`src/rtl/counter_machine_execute_unit_top_macros.svh`:
```
// assertion macros for the counter machine execute unit
// no dependencies; included by cme_ctrl, the only module that carries assertions
`ifndef COUNTER_MACHINE_EXECUTE_UNIT_TOP_MACROS_SVH
`define COUNTER_MACHINE_EXECUTE_UNIT_TOP_MACROS_SVH

// same-cycle implication, disabled during reset
`define CME_ASSERT_NOW(label, clk, rst, ante, cons) \
  label: assert property (@(posedge clk) disable iff (rst) (ante) |-> (cons)) \
    else $error("cme assertion failed");

// next-cycle implication, disabled during reset
`define CME_ASSERT_NEXT(label, clk, rst, ante, cons) \
  label: assert property (@(posedge clk) disable iff (rst) (ante) |=> (cons)) \
    else $error("cme assertion failed");

`endif

```
`src/rtl/cme_pkg.sv`:
```
// shared types and constants for the counter machine execute unit
// no dependencies; used by cme_mem, cme_ctrl and the top level
package cme_pkg;

  localparam int WORD_BITS  = 32;
  localparam int MEM_WORDS  = 256;
  localparam int ADDR_BITS  = $clog2(MEM_WORDS);
  localparam int MAX_DEREFS = 3;
  localparam int DEREF_BITS = 2;
  localparam int PTR_BITS   = 32;
  localparam int LEN_BITS   = 16;
  localparam int MADDR_BITS = 8;

  typedef logic [WORD_BITS-1:0]  word_t;
  typedef logic [ADDR_BITS-1:0]  addr_t;
  typedef logic [PTR_BITS-1:0]   ptr_t;
  typedef logic [LEN_BITS-1:0]   len_t;
  typedef logic [DEREF_BITS-1:0] deref_t;

  typedef enum logic [1:0] {
    ACT_EXEC    = 2'd0,
    ACT_WRITE   = 2'd1,
    ACT_READ    = 2'd2,
    ACT_RESTART = 2'd3
  } action_t;

  typedef enum logic [2:0] {
    OP_INC = 3'd0,
    OP_DEC = 3'd1,
    OP_JMP = 3'd2,
    OP_TST = 3'd3,
    OP_HLT = 3'd4
  } opcode_t;

  typedef enum logic [2:0] {
    S_IDLE,
    S_ISSUE,
    S_WAIT,
    S_WRITE,
    S_DONE
  } state_t;

  // one access to the counter memory
  typedef struct packed {
    logic  en;
    logic  we;
    addr_t addr;
    word_t wdata;
  } mem_req_t;

endpackage

```
`src/rtl/cme_ctrl.sv`:
```
// sequencer: dereference chain, read-modify-write of a counter, direct reads and writes, pointer and halt state
// depends on cme_pkg and counter_machine_execute_unit_top_macros.svh
`include "counter_machine_execute_unit_top_macros.svh"

module cme_ctrl (
  input  logic                       clk,
  input  logic                       rst,
  input  logic                       start,
  output logic                       busy,
  output logic                       done,
  input  logic                       cfg_we,
  input  cme_pkg::len_t              cfg_wdata,
  input  logic [1:0]                 action,
  input  logic [2:0]                 opcode,
  input  cme_pkg::deref_t            deref_count,
  input  cme_pkg::word_t             operand,
  input  logic [cme_pkg::MADDR_BITS-1:0] mem_address,
  input  cme_pkg::word_t             mem_value,
  output cme_pkg::mem_req_t          mem_req,
  input  cme_pkg::word_t             mem_rdata,
  output cme_pkg::ptr_t              next_pointer,
  output logic                       halted,
  output logic                       finished,
  output cme_pkg::word_t             halt_value,
  output cme_pkg::word_t             read_data,
  output logic                       range_error
);

  cme_pkg::state_t state, state_next;
  logic [1:0]      act_q, act_next;
  logic [2:0]      op_q, op_next;
  cme_pkg::deref_t n_q, n_next;
  cme_pkg::word_t  arg_q, arg_next;
  cme_pkg::word_t  mval_q, mval_next;
  logic            oob_q, oob_next;
  cme_pkg::ptr_t   pointer, pointer_next;
  logic            stopped, stopped_next;
  cme_pkg::word_t  halt_val, halt_val_next;
  cme_pkg::word_t  rdata_q, rdata_next;
  logic            err_q, err_next;
  cme_pkg::len_t   prog_len;

  logic            arg_in_range;
  logic            runnable;
  cme_pkg::word_t  word_val;
  cme_pkg::deref_t n_sat;

  assign arg_in_range = arg_q < cme_pkg::WORD_BITS'(cme_pkg::MEM_WORDS);
  assign runnable     = !stopped && (pointer < cme_pkg::PTR_BITS'(prog_len));
  // out-of-range reads never touch the memory and yield zero
  assign word_val     = oob_q ? '0 : mem_rdata;
  assign n_sat = (deref_count > cme_pkg::DEREF_BITS'(cme_pkg::MAX_DEREFS))
               ? cme_pkg::DEREF_BITS'(cme_pkg::MAX_DEREFS) : deref_count;

  always_ff @(posedge clk) begin
    if (rst) begin
      state    <= cme_pkg::S_IDLE;
      pointer  <= '0;
      stopped  <= 1'b0;
      halt_val <= '0;
      prog_len <= '0;
      rdata_q  <= '0;
      err_q    <= 1'b0;
    end else begin
      state    <= state_next;
      pointer  <= pointer_next;
      stopped  <= stopped_next;
      halt_val <= halt_val_next;
      rdata_q  <= rdata_next;
      err_q    <= err_next;
      if (cfg_we) begin
        prog_len <= cfg_wdata;
      end
    end
  end

  always_ff @(posedge clk) begin
    act_q  <= act_next;
    op_q   <= op_next;
    n_q    <= n_next;
    arg_q  <= arg_next;
    mval_q <= mval_next;
    oob_q  <= oob_next;
  end

  always_comb begin
    state_next    = state;
    act_next      = act_q;
    op_next       = op_q;
    n_next        = n_q;
    arg_next      = arg_q;
    mval_next     = mval_q;
    oob_next      = oob_q;
    pointer_next  = pointer;
    stopped_next  = stopped;
    halt_val_next = halt_val;
    rdata_next    = rdata_q;
    err_next      = err_q;
    mem_req       = '0;
    done          = 1'b0;
    busy          = (state != cme_pkg::S_IDLE);

    unique case (state)
      cme_pkg::S_IDLE: begin
        if (start) begin
          act_next   = action;
          op_next    = opcode;
          rdata_next = '0;
          err_next   = 1'b0;
          unique case (action)
            cme_pkg::ACT_EXEC: begin
              // a finished machine ignores execute transactions
              if (runnable) begin
                arg_next   = operand;
                n_next     = n_sat;
                state_next = cme_pkg::S_ISSUE;
              end else begin
                state_next = cme_pkg::S_DONE;
              end
            end
            cme_pkg::ACT_WRITE: begin
              arg_next   = cme_pkg::WORD_BITS'(mem_address);
              mval_next  = mem_value;
              state_next = cme_pkg::S_WRITE;
            end
            cme_pkg::ACT_READ: begin
              arg_next   = cme_pkg::WORD_BITS'(mem_address);
              n_next     = '0;
              state_next = cme_pkg::S_ISSUE;
            end
            cme_pkg::ACT_RESTART: begin
              pointer_next  = '0;
              stopped_next  = 1'b0;
              halt_val_next = '0;
              state_next    = cme_pkg::S_DONE;
            end
          endcase
        end
      end

      cme_pkg::S_ISSUE: begin
        mem_req.en   = arg_in_range;
        mem_req.addr = arg_q[cme_pkg::ADDR_BITS-1:0];
        oob_next     = !arg_in_range;
        state_next   = cme_pkg::S_WAIT;
      end

      cme_pkg::S_WAIT: begin
        if (n_q != '0) begin
          // one more indirection
          arg_next   = word_val;
          n_next     = n_q - 1'b1;
          state_next = cme_pkg::S_ISSUE;
        end else if (act_q == cme_pkg::ACT_READ) begin
          rdata_next = word_val;
          state_next = cme_pkg::S_DONE;
        end else begin
          pointer_next = pointer + 1'b1;
          state_next   = cme_pkg::S_DONE;
          unique case (op_q)
            cme_pkg::OP_INC: begin
              mval_next  = word_val + 1'b1;
              state_next = cme_pkg::S_WRITE;
            end
            cme_pkg::OP_DEC: begin
              mval_next  = word_val - 1'b1;
              state_next = cme_pkg::S_WRITE;
            end
            cme_pkg::OP_JMP: begin
              pointer_next = cme_pkg::PTR_BITS'(arg_q);
            end
            cme_pkg::OP_TST: begin
              if (word_val == '0) begin
                pointer_next = pointer + 2'd2;
              end
            end
            cme_pkg::OP_HLT: begin
              stopped_next  = 1'b1;
              halt_val_next = arg_q;
            end
            default: begin
              // undefined opcodes only advance the pointer
            end
          endcase
        end
      end

      cme_pkg::S_WRITE: begin
        if (arg_in_range) begin
          mem_req.en    = 1'b1;
          mem_req.we    = 1'b1;
          mem_req.addr  = arg_q[cme_pkg::ADDR_BITS-1:0];
          mem_req.wdata = mval_q;
        end else begin
          err_next = 1'b1;
        end
        state_next = cme_pkg::S_DONE;
      end

      cme_pkg::S_DONE: begin
        done       = 1'b1;
        state_next = cme_pkg::S_IDLE;
      end

      default: begin
        state_next = cme_pkg::S_IDLE;
      end
    endcase
  end

  assign next_pointer = pointer;
  assign halted       = stopped;
  assign finished     = stopped || (pointer >= cme_pkg::PTR_BITS'(prog_len));
  assign halt_value   = halt_val;
  assign read_data    = rdata_q;
  assign range_error  = err_q;

  `CME_ASSERT_NEXT(a_accept_busy, clk, rst, start && !busy, busy)
  `CME_ASSERT_NEXT(a_done_idle, clk, rst, done, !busy)
  `CME_ASSERT_NOW(a_write_state, clk, rst, mem_req.we, state == cme_pkg::S_WRITE && arg_in_range)
  `CME_ASSERT_NOW(a_halt_cause, clk, rst, $rose(stopped), $past(op_q) == cme_pkg::OP_HLT)
  `CME_ASSERT_NEXT(a_deref_loop, clk, rst, state == cme_pkg::S_WAIT && n_q != '0,
                   state == cme_pkg::S_ISSUE)

endmodule
```
`config.mk`:
```
export PLATFORM = sky130hd
export DESIGN_NAME = cme_ctrl
export DESIGN_NICKNAME = d
export VERILOG_FILES = /design/src/rtl/cme_pkg.sv /design/src/rtl/cme_ctrl.sv
export VERILOG_INCLUDE_DIRS = /design/src /design/src/rtl
export SDC_FILE = /design/constraint.sdc
export NUM_CORES = 1
export LEC_CHECK = 0
export BUFFER_PORTS_ARGS = -buffer_cell sky130_fd_sc_hd__clkbuf_2
export CAP_MARGIN = 20
export CORE_MARGIN = 2
export CORE_UTILIZATION = 40
export CTS_CLUSTER_SIZE = 30
export DETAILED_ROUTE_END_ITERATION = 6
export SLEW_MARGIN = 20
export SYNTH_ARGS = -nofsm -noshare
export SYNTH_HDL_FRONTEND = slang
export SYNTH_SLANG_ARGS = --single-unit
```
`constraint.sdc`:
```
create_clock -name clk -period 4.9 [get_ports clk]
set_clock_uncertainty 0.2 [all_clocks]
set_input_delay 0.245 -clock clk [delete_from_list [all_inputs] [get_ports clk]]
set_output_delay 0.245 -clock clk [all_outputs]
set_load 0.1 [all_outputs]
```
### Word level (Yosys, flattened, before mapping)

Cells that the tools add are included.

| storage, ports and cells | value |
|---|---|
| flip-flop bits (word level) | 189 |
| bits of input ports | 131 |
| output and inout port bits | 143 |
| logic and storage cells | 124 |

| cells by class | value |
|---|---|
| add/sub/neg operators | 5 |
| $lt $le $gt $ge | 4 |
| equal/unequal tests | 25 |
| muxes and demuxes | 55 |
| reduce and logical (&&, ||, !) cells | 22 |

Operators by type and width:

| operator | number |
|---|---|
| 32-bit 2-to-1 mux | 20 |
| 32-bit case mux with 2 select lines | 8 |
| 32-bit by 1-bit adder with 32-bit output (second input constant) | 2 |
| 42-bit 2-to-1 mux | 1 |
| 32-bit by 2-bit adder with 32-bit output (second input constant) | 1 |
| 32-bit by 16-bit greater-or-equal comparator with 1-bit output | 1 |
| 32-bit logical NOT | 1 |
| 32-bit by 16-bit less-than comparator with 1-bit output | 1 |
| 32-bit by 9-bit less-than comparator with 1-bit output (second input constant) | 1 |
| 32-bit by 1-bit subtractor with 32-bit output (second input constant) | 1 |
| 3-bit case mux with 4 select lines | 2 |
| 2-bit != test (second input constant) | 8 |
| 8-bit case mux with 2 select lines | 1 |
| 3-bit 2-to-1 mux | 5 |
| 5-bit AND reduction | 3 |
| 3-bit by 2-bit equality test with 1-bit output (second input constant) | 4 |
| 6-bit AND reduction | 2 |
| 1-bit 2-to-1 mux | 9 |
| 3-bit != test (second input constant) | 3 |
| 2-bit 2-to-1 mux | 4 |
| 2-bit case mux with 2 select lines | 2 |
| 2-bit equality test (second input constant) | 3 |
| 3-bit by 1-bit equality test with 1-bit output (second input constant) | 2 |
| 3-bit equality test (second input constant) | 2 |
| other kinds (17) | 24 |

### Depth between registers and ports, before layout

| depth | value |
|---|---|
| depth after elaboration | 7 |
| mapped depth | 13 |
| depth with buffers taken out | 12 |

### Worst setup path after synthesis

Ideal clock, no wire load.

| path | value |
|---|---|
| path kind | register to register |
| start point | reg pointer[1], in the netlist next_pointer[1] |
| end point | reg arg_q[0] (enable) |
| setup time | 0.441 ns |
| data arrival time | 4.225 ns |
| required time | 4.259 ns |
| slack | 0.034 ns |
| stages on the path, launching flop included | 10 |
| buffers on the path | 0 |
| clock period less this slack | 4.866 ns |
| cells stage by stage | dfxtp_1 ha_1 nor2b_1 o21a_1 o21a_1 o21a_1 o21a_1 o2111ai_1 nand3_1 a31oi_1 |

| on the way | value |
|---|---|
| cells in the longest elaborated chain, start to end | 4 |

RTL lines:

| what | line | source |
|---|---|---|
| from (decl) | cme_ctrl.sv:36 | `cme_pkg::ptr_t pointer, pointer_next;` |
| from (signal assigned) | cme_ctrl.sv:66 | `pointer <= pointer_next;` |
| 32-bit by 16-bit less-than comparator with 1-bit output | cme_ctrl.sv:49 | `assign runnable = !stopped && (pointer < cme_pkg::PTR_BITS'(prog_len));` |
| 1-bit logical AND | cme_ctrl.sv:49 |  |
| 3-bit != test (no source line) | - |  |
| 5-bit AND reduction (no source line) | - |  |
| to (signal assigned) | cme_ctrl.sv:81 | `arg_q <= arg_next;` |
| to (decl) | cme_ctrl.sv:33 | `cme_pkg::word_t arg_q, arg_next;` |

No other way between the ends.
A chain may end at the register's enable or synchronous reset.

### Worst setup path in the final report

| path | value |
|---|---|
| start point | reg op_q[2] |
| end point | reg mval_q[30] (data pin) |

| on the way | value |
|---|---|
| cells in the longest elaborated chain, start to end | 5 |
| elaborated cells on any way between the ends | 6 |
| those cells by class | eq/ne: 1; mux: 4; reduce/logical: 1 |

RTL lines:

| what | line | source |
|---|---|---|
| from (decl) | cme_ctrl.sv:31 | `logic [2:0] op_q, op_next;` |
| from (signal assigned) | cme_ctrl.sv:79 | `op_q <= op_next;` |
| 3-bit by 1-bit equality test with 1-bit output / 3-bit logical NOT (equally long branches) | cme_ctrl.sv:160 | `unique case (op_q)` |
| 32-bit case mux with 2 select lines * | cme_ctrl.sv:160 |  |
| 32-bit 2-to-1 mux * | cme_ctrl.sv:154 | `end else if (act_q == cme_pkg::ACT_READ) begin` |
| 32-bit 2-to-1 mux * | cme_ctrl.sv:149 | `if (n_q != '0) begin` |
| 32-bit case mux with 2 select lines * | cme_ctrl.sv:103 | `unique case (state)` |
| via mval_next[30] | cme_ctrl.sv:34 | `cme_pkg::word_t mval_q, mval_next;` |
| to (signal assigned) | cme_ctrl.sv:82 | `mval_q <= mval_next;` |
| to (decl) | cme_ctrl.sv:34 |  |

The timed path passes the listed nets; every way through them passes the cells marked *. The select of a mux whose other input is x is not followed.

==> results.md <==
- Leading area contributor after synthesis: dfxtp_1
- Async S/R FF share, synth: 0
- Num Clock Sinks: 189
- Clock Tree Buf Depth: 2
- EDFF count, synth: 72
- Post-Syn Nets: 1535
- # fillers: between 2000 and 3000
- VDD IR max: 228 µV
- Final hold slack: 0.00733 ns
- Core Rows: 61
- Total gr overflow: 0
- Root buffer cell: clkbuf_16
- Area grow syn2layout: 27.2%
- Commonest cells after routing, fill and taps aside: clkbuf_2 (272), nor2_1 (145), nand2_1 (126)
- Arrival time worst endpoint: 4.41 ns
- Hold Path Class: input pin to flip-flop
- Largest net degree at the start of global routing: 77
- Post-Syn Area: 11400 µm²
- P per Cell Area: 281 nW/µm²
- Syn Inst Count: 1350
- FF-to-FF path depth: 12
- Most common cell after layout, fill and taps aside: clkbuf_2
- DR iter-0 viols: between 800 and 900
- Period utilisation layout: 0.877
- #FFs+latches synth: 189
- Fin Setup TNS: 0 ns
- Leak: slightly above 6 nW
- Seq/Total Area, Yosys: 0.395
- Antenna-violating nets left: 0
- R2R setup slack: between 0.6 and 0.7 ns
- Synth cell types: 72
- Antenna violations before repair: 1
- Critical path class: flip-flop to flip-flop
- Nets: 1839
- Global-route wire length before repair: around 64000 µm
- Final min period: about 4.3 ns
- Vias: between 10000 and 15000
- Core Footprint: 27900 µm²
- RR Endpoint: mval_q[30]$_DFFE_PP_
- IO Pins: between 200 and 300
- Total track usage: 0.273
- Final RePlAce weighted congestion: 0.924
- Die area: between 20000 and 30000 µm²
- Hold depth: 2
- Worst-Skew Late Latency: 0.45 ns
- Critical Path Fanout Max: 14
- Die width: ~170 µm
- CTS resizes: 0
- Dpl cells: a little under 2000
- H-tree depth: 4
- DR WL/cell: 20.3 µm
- Vias in the first global route: 11000
- Detailed Place HPWL: 30600 µm
- Max_slew headroom: 0.331
- Main synth FF type: dfxtp_1
- Fmax achieved: 233 MHz
- Synth area leaders: dfxtp_1 (21%), edfxtp_1 (19%), ha_1 (5.8%)
- TritonRoute pass-1 iters: 5
- CTS clk-pin slew, worst paths: 0.08 ns
- Share of layout cells above drive strength 1: 0.205
- Final Power: 4.08 mW
- Outcome: complete, no violations
- Die H: between 150 and 200 µm
- Final Instance Count excl. Fillers: 2046
- Endpoints failing setup: 0
- Slew @ Worst Pin: 0.999 ns
- Min-delay src: rst
- Remaining DRCs: 0
- Mean post-synth cell area: around 8.5 µm²
- Max Transition Viols Final: 0
- Max_cap viols: 0
- Vias per Instance: 5.66
- Top-area cell type share of the netlist area: 0.205
- Final hold vios: 0
- Starting density of the core: 0.409
- Hold Path Sink: prog_len[6]$_SDFFE_PP0P_
- CTS tree: yes
- Worst reg2reg startpoint: op_q[2]$_DFFE_PP_
- CTS Buf Count: 17
- Critical path required time: 5.01 ns
- RSZ-0062 raised after global routing: false
- Startpoint types: flip-flop
- Synthesis Warnings: 0
- PortBufs: 273
- Routed Wire Length: between 40000 and 50000 µm
- CP endpoint kind: flip-flop
==> worst max path at each step <==
stage                                       startpoint                   end  cells after the start
final                                op_q[2]$_DFFE_PP_  mval_q[30]$_DFFE_PP_                     12
after global placement               op_q[2]$_DFFE_PP_  mval_q[27]$_DFFE_PP_                     12
after CTS                            op_q[2]$_DFFE_PP_  mval_q[30]$_DFFE_PP_                     12
after floorplan           next_pointer[1]$_SDFFE_PP0P_    arg_q[0]$_DFFE_PP_                      9
after global routing                 op_q[0]$_DFFE_PP_  mval_q[30]$_DFFE_PP_                     11
after detailed placement             op_q[0]$_DFFE_PP_  mval_q[30]$_DFFE_PP_                     11
==> through the flow <==
stage / area [µm²] / setup slack, ns / utilization
2_1_floorplan: 11400 / 0.0343 / -
3_3_place_gp: 13100 / 0.822 / 0.470
3_5_place_dp: 13100 / 0.721 / 0.470
4_1_cts: 14500 / 0.697 / 0.519
5_1_grt: 14500 / 0.310 / 0.520
6_report: 14500 / 0.602 / 0.520
==> cell families (layout without fill, tap and decap cells) <==
family                   Yosys count  count (layout)  share of synthesized area
AO/OA/AOI/OAI                    377             377                      0.216
XOR/XNOR                          37              37                     0.0284
adder cells (fa/ha/maj)           54              54                     0.0598
buffers and inverters            128             445                     0.0430
flip-flops                       189             189                      0.395
multiplexers                      25              25                     0.0219
other                              0               1                          0
AND/OR/NAND/NOR                  540             540                      0.236
==> power breakdown <==
group / internal, mW / total [mW] / leakage, nW / switching [mW]
combinational: 0.275 / 0.816 / 4.30 / 0.541
sequential: 1.73 / 1.81 / 1.62 / 0.0807
clock: 0.701 / 1.45 / 0.295 / 0.750
total: 2.70 / 4.08 / 6.22 / 1.37
==> synthesized netlist by cell type (3+ instances only) <==
cell type and n:
nor2_1 146, nand2_1 127, dfxtp_1 117, o21ai_0 114
edfxtp_1 72, a22oi_1 71, clkbuf_1 70, a21oi_1 67
and3_1 61, ha_1 53, inv_1 45, nor2b_1 43
nand2b_1 34, nand3_1 28, mux2i_1 25, nor4_1 21
nand4_1 19, xor2_1 19, xnor2_1 18, nor3_1 16
a21o_1 15, a31oi_1 11, and2_1 10, nor3b_1 9
o21a_1 9, a22o_1 7, nand3b_1 7, o311ai_0 7
o31ai_1 7, buf_2 6, or3_1 6, a211oi_1 5
a221o_1 5, a222oi_1 5, buf_1 5, o211ai_1 5
o21bai_1 5, a21boi_0 4, a32oi_1 4, and4_1 3
o21ai_1 3, or4_1 3
==> critical path: stages, from the launching register on <==
cell	delay (ns)
edfxtp_1	0.42
nor2_1	0.21
nand2_1	0.18
inv_1	0.48
ha_1	0.37
o21ai_0	0.25
a21oi_1	0.15
o311ai_2	0.34
a21boi_1	0.17
o311ai_0	0.69
a21boi_0	0.23
or3_1	0.40
nand3_1	0.09
==> sequential cells by signal, summed over array words and instances (netlist names), 2 cells and up <==
register      cells
state             3
act_q             2
read_data        32
mval_q           32
n_q               2
next_pointer     32
halt_value       32
prog_len         16
op_q              3
arg_q            32
==> metal layers <==
metal	up-vias	track usage	wire, µm
met2	471	0.460	19900
met1	5506	0.360	17900
met3	39	0.0526	2890
li1	5561	-	-
met4	0	0.0689	804
met5	-	0	0
==> timing repair <==
| action | CTS | global route |
|---|---|---|
| hold endpoints to repair | 75 | 0 |
| hold buffers | 75 | 0 |
| setup buffers | 0 | 0 |
==> cell type report <==
class                           count  area (µm²)  area share
Clock inverter                     15         191      0.0132
Tap cell                          378         473      0.0326
Sequential cell                   189        4500       0.310
Clock buffer                       17         425      0.0293
Multi-Input combinational cell   1033        6470       0.445
Inverter                           45         169      0.0116
Timing Repair Buffer              368        2290       0.158
Antenna cell                        1        2.50    0.000172
No activity file was read; power rests on OpenSTA's default activity.
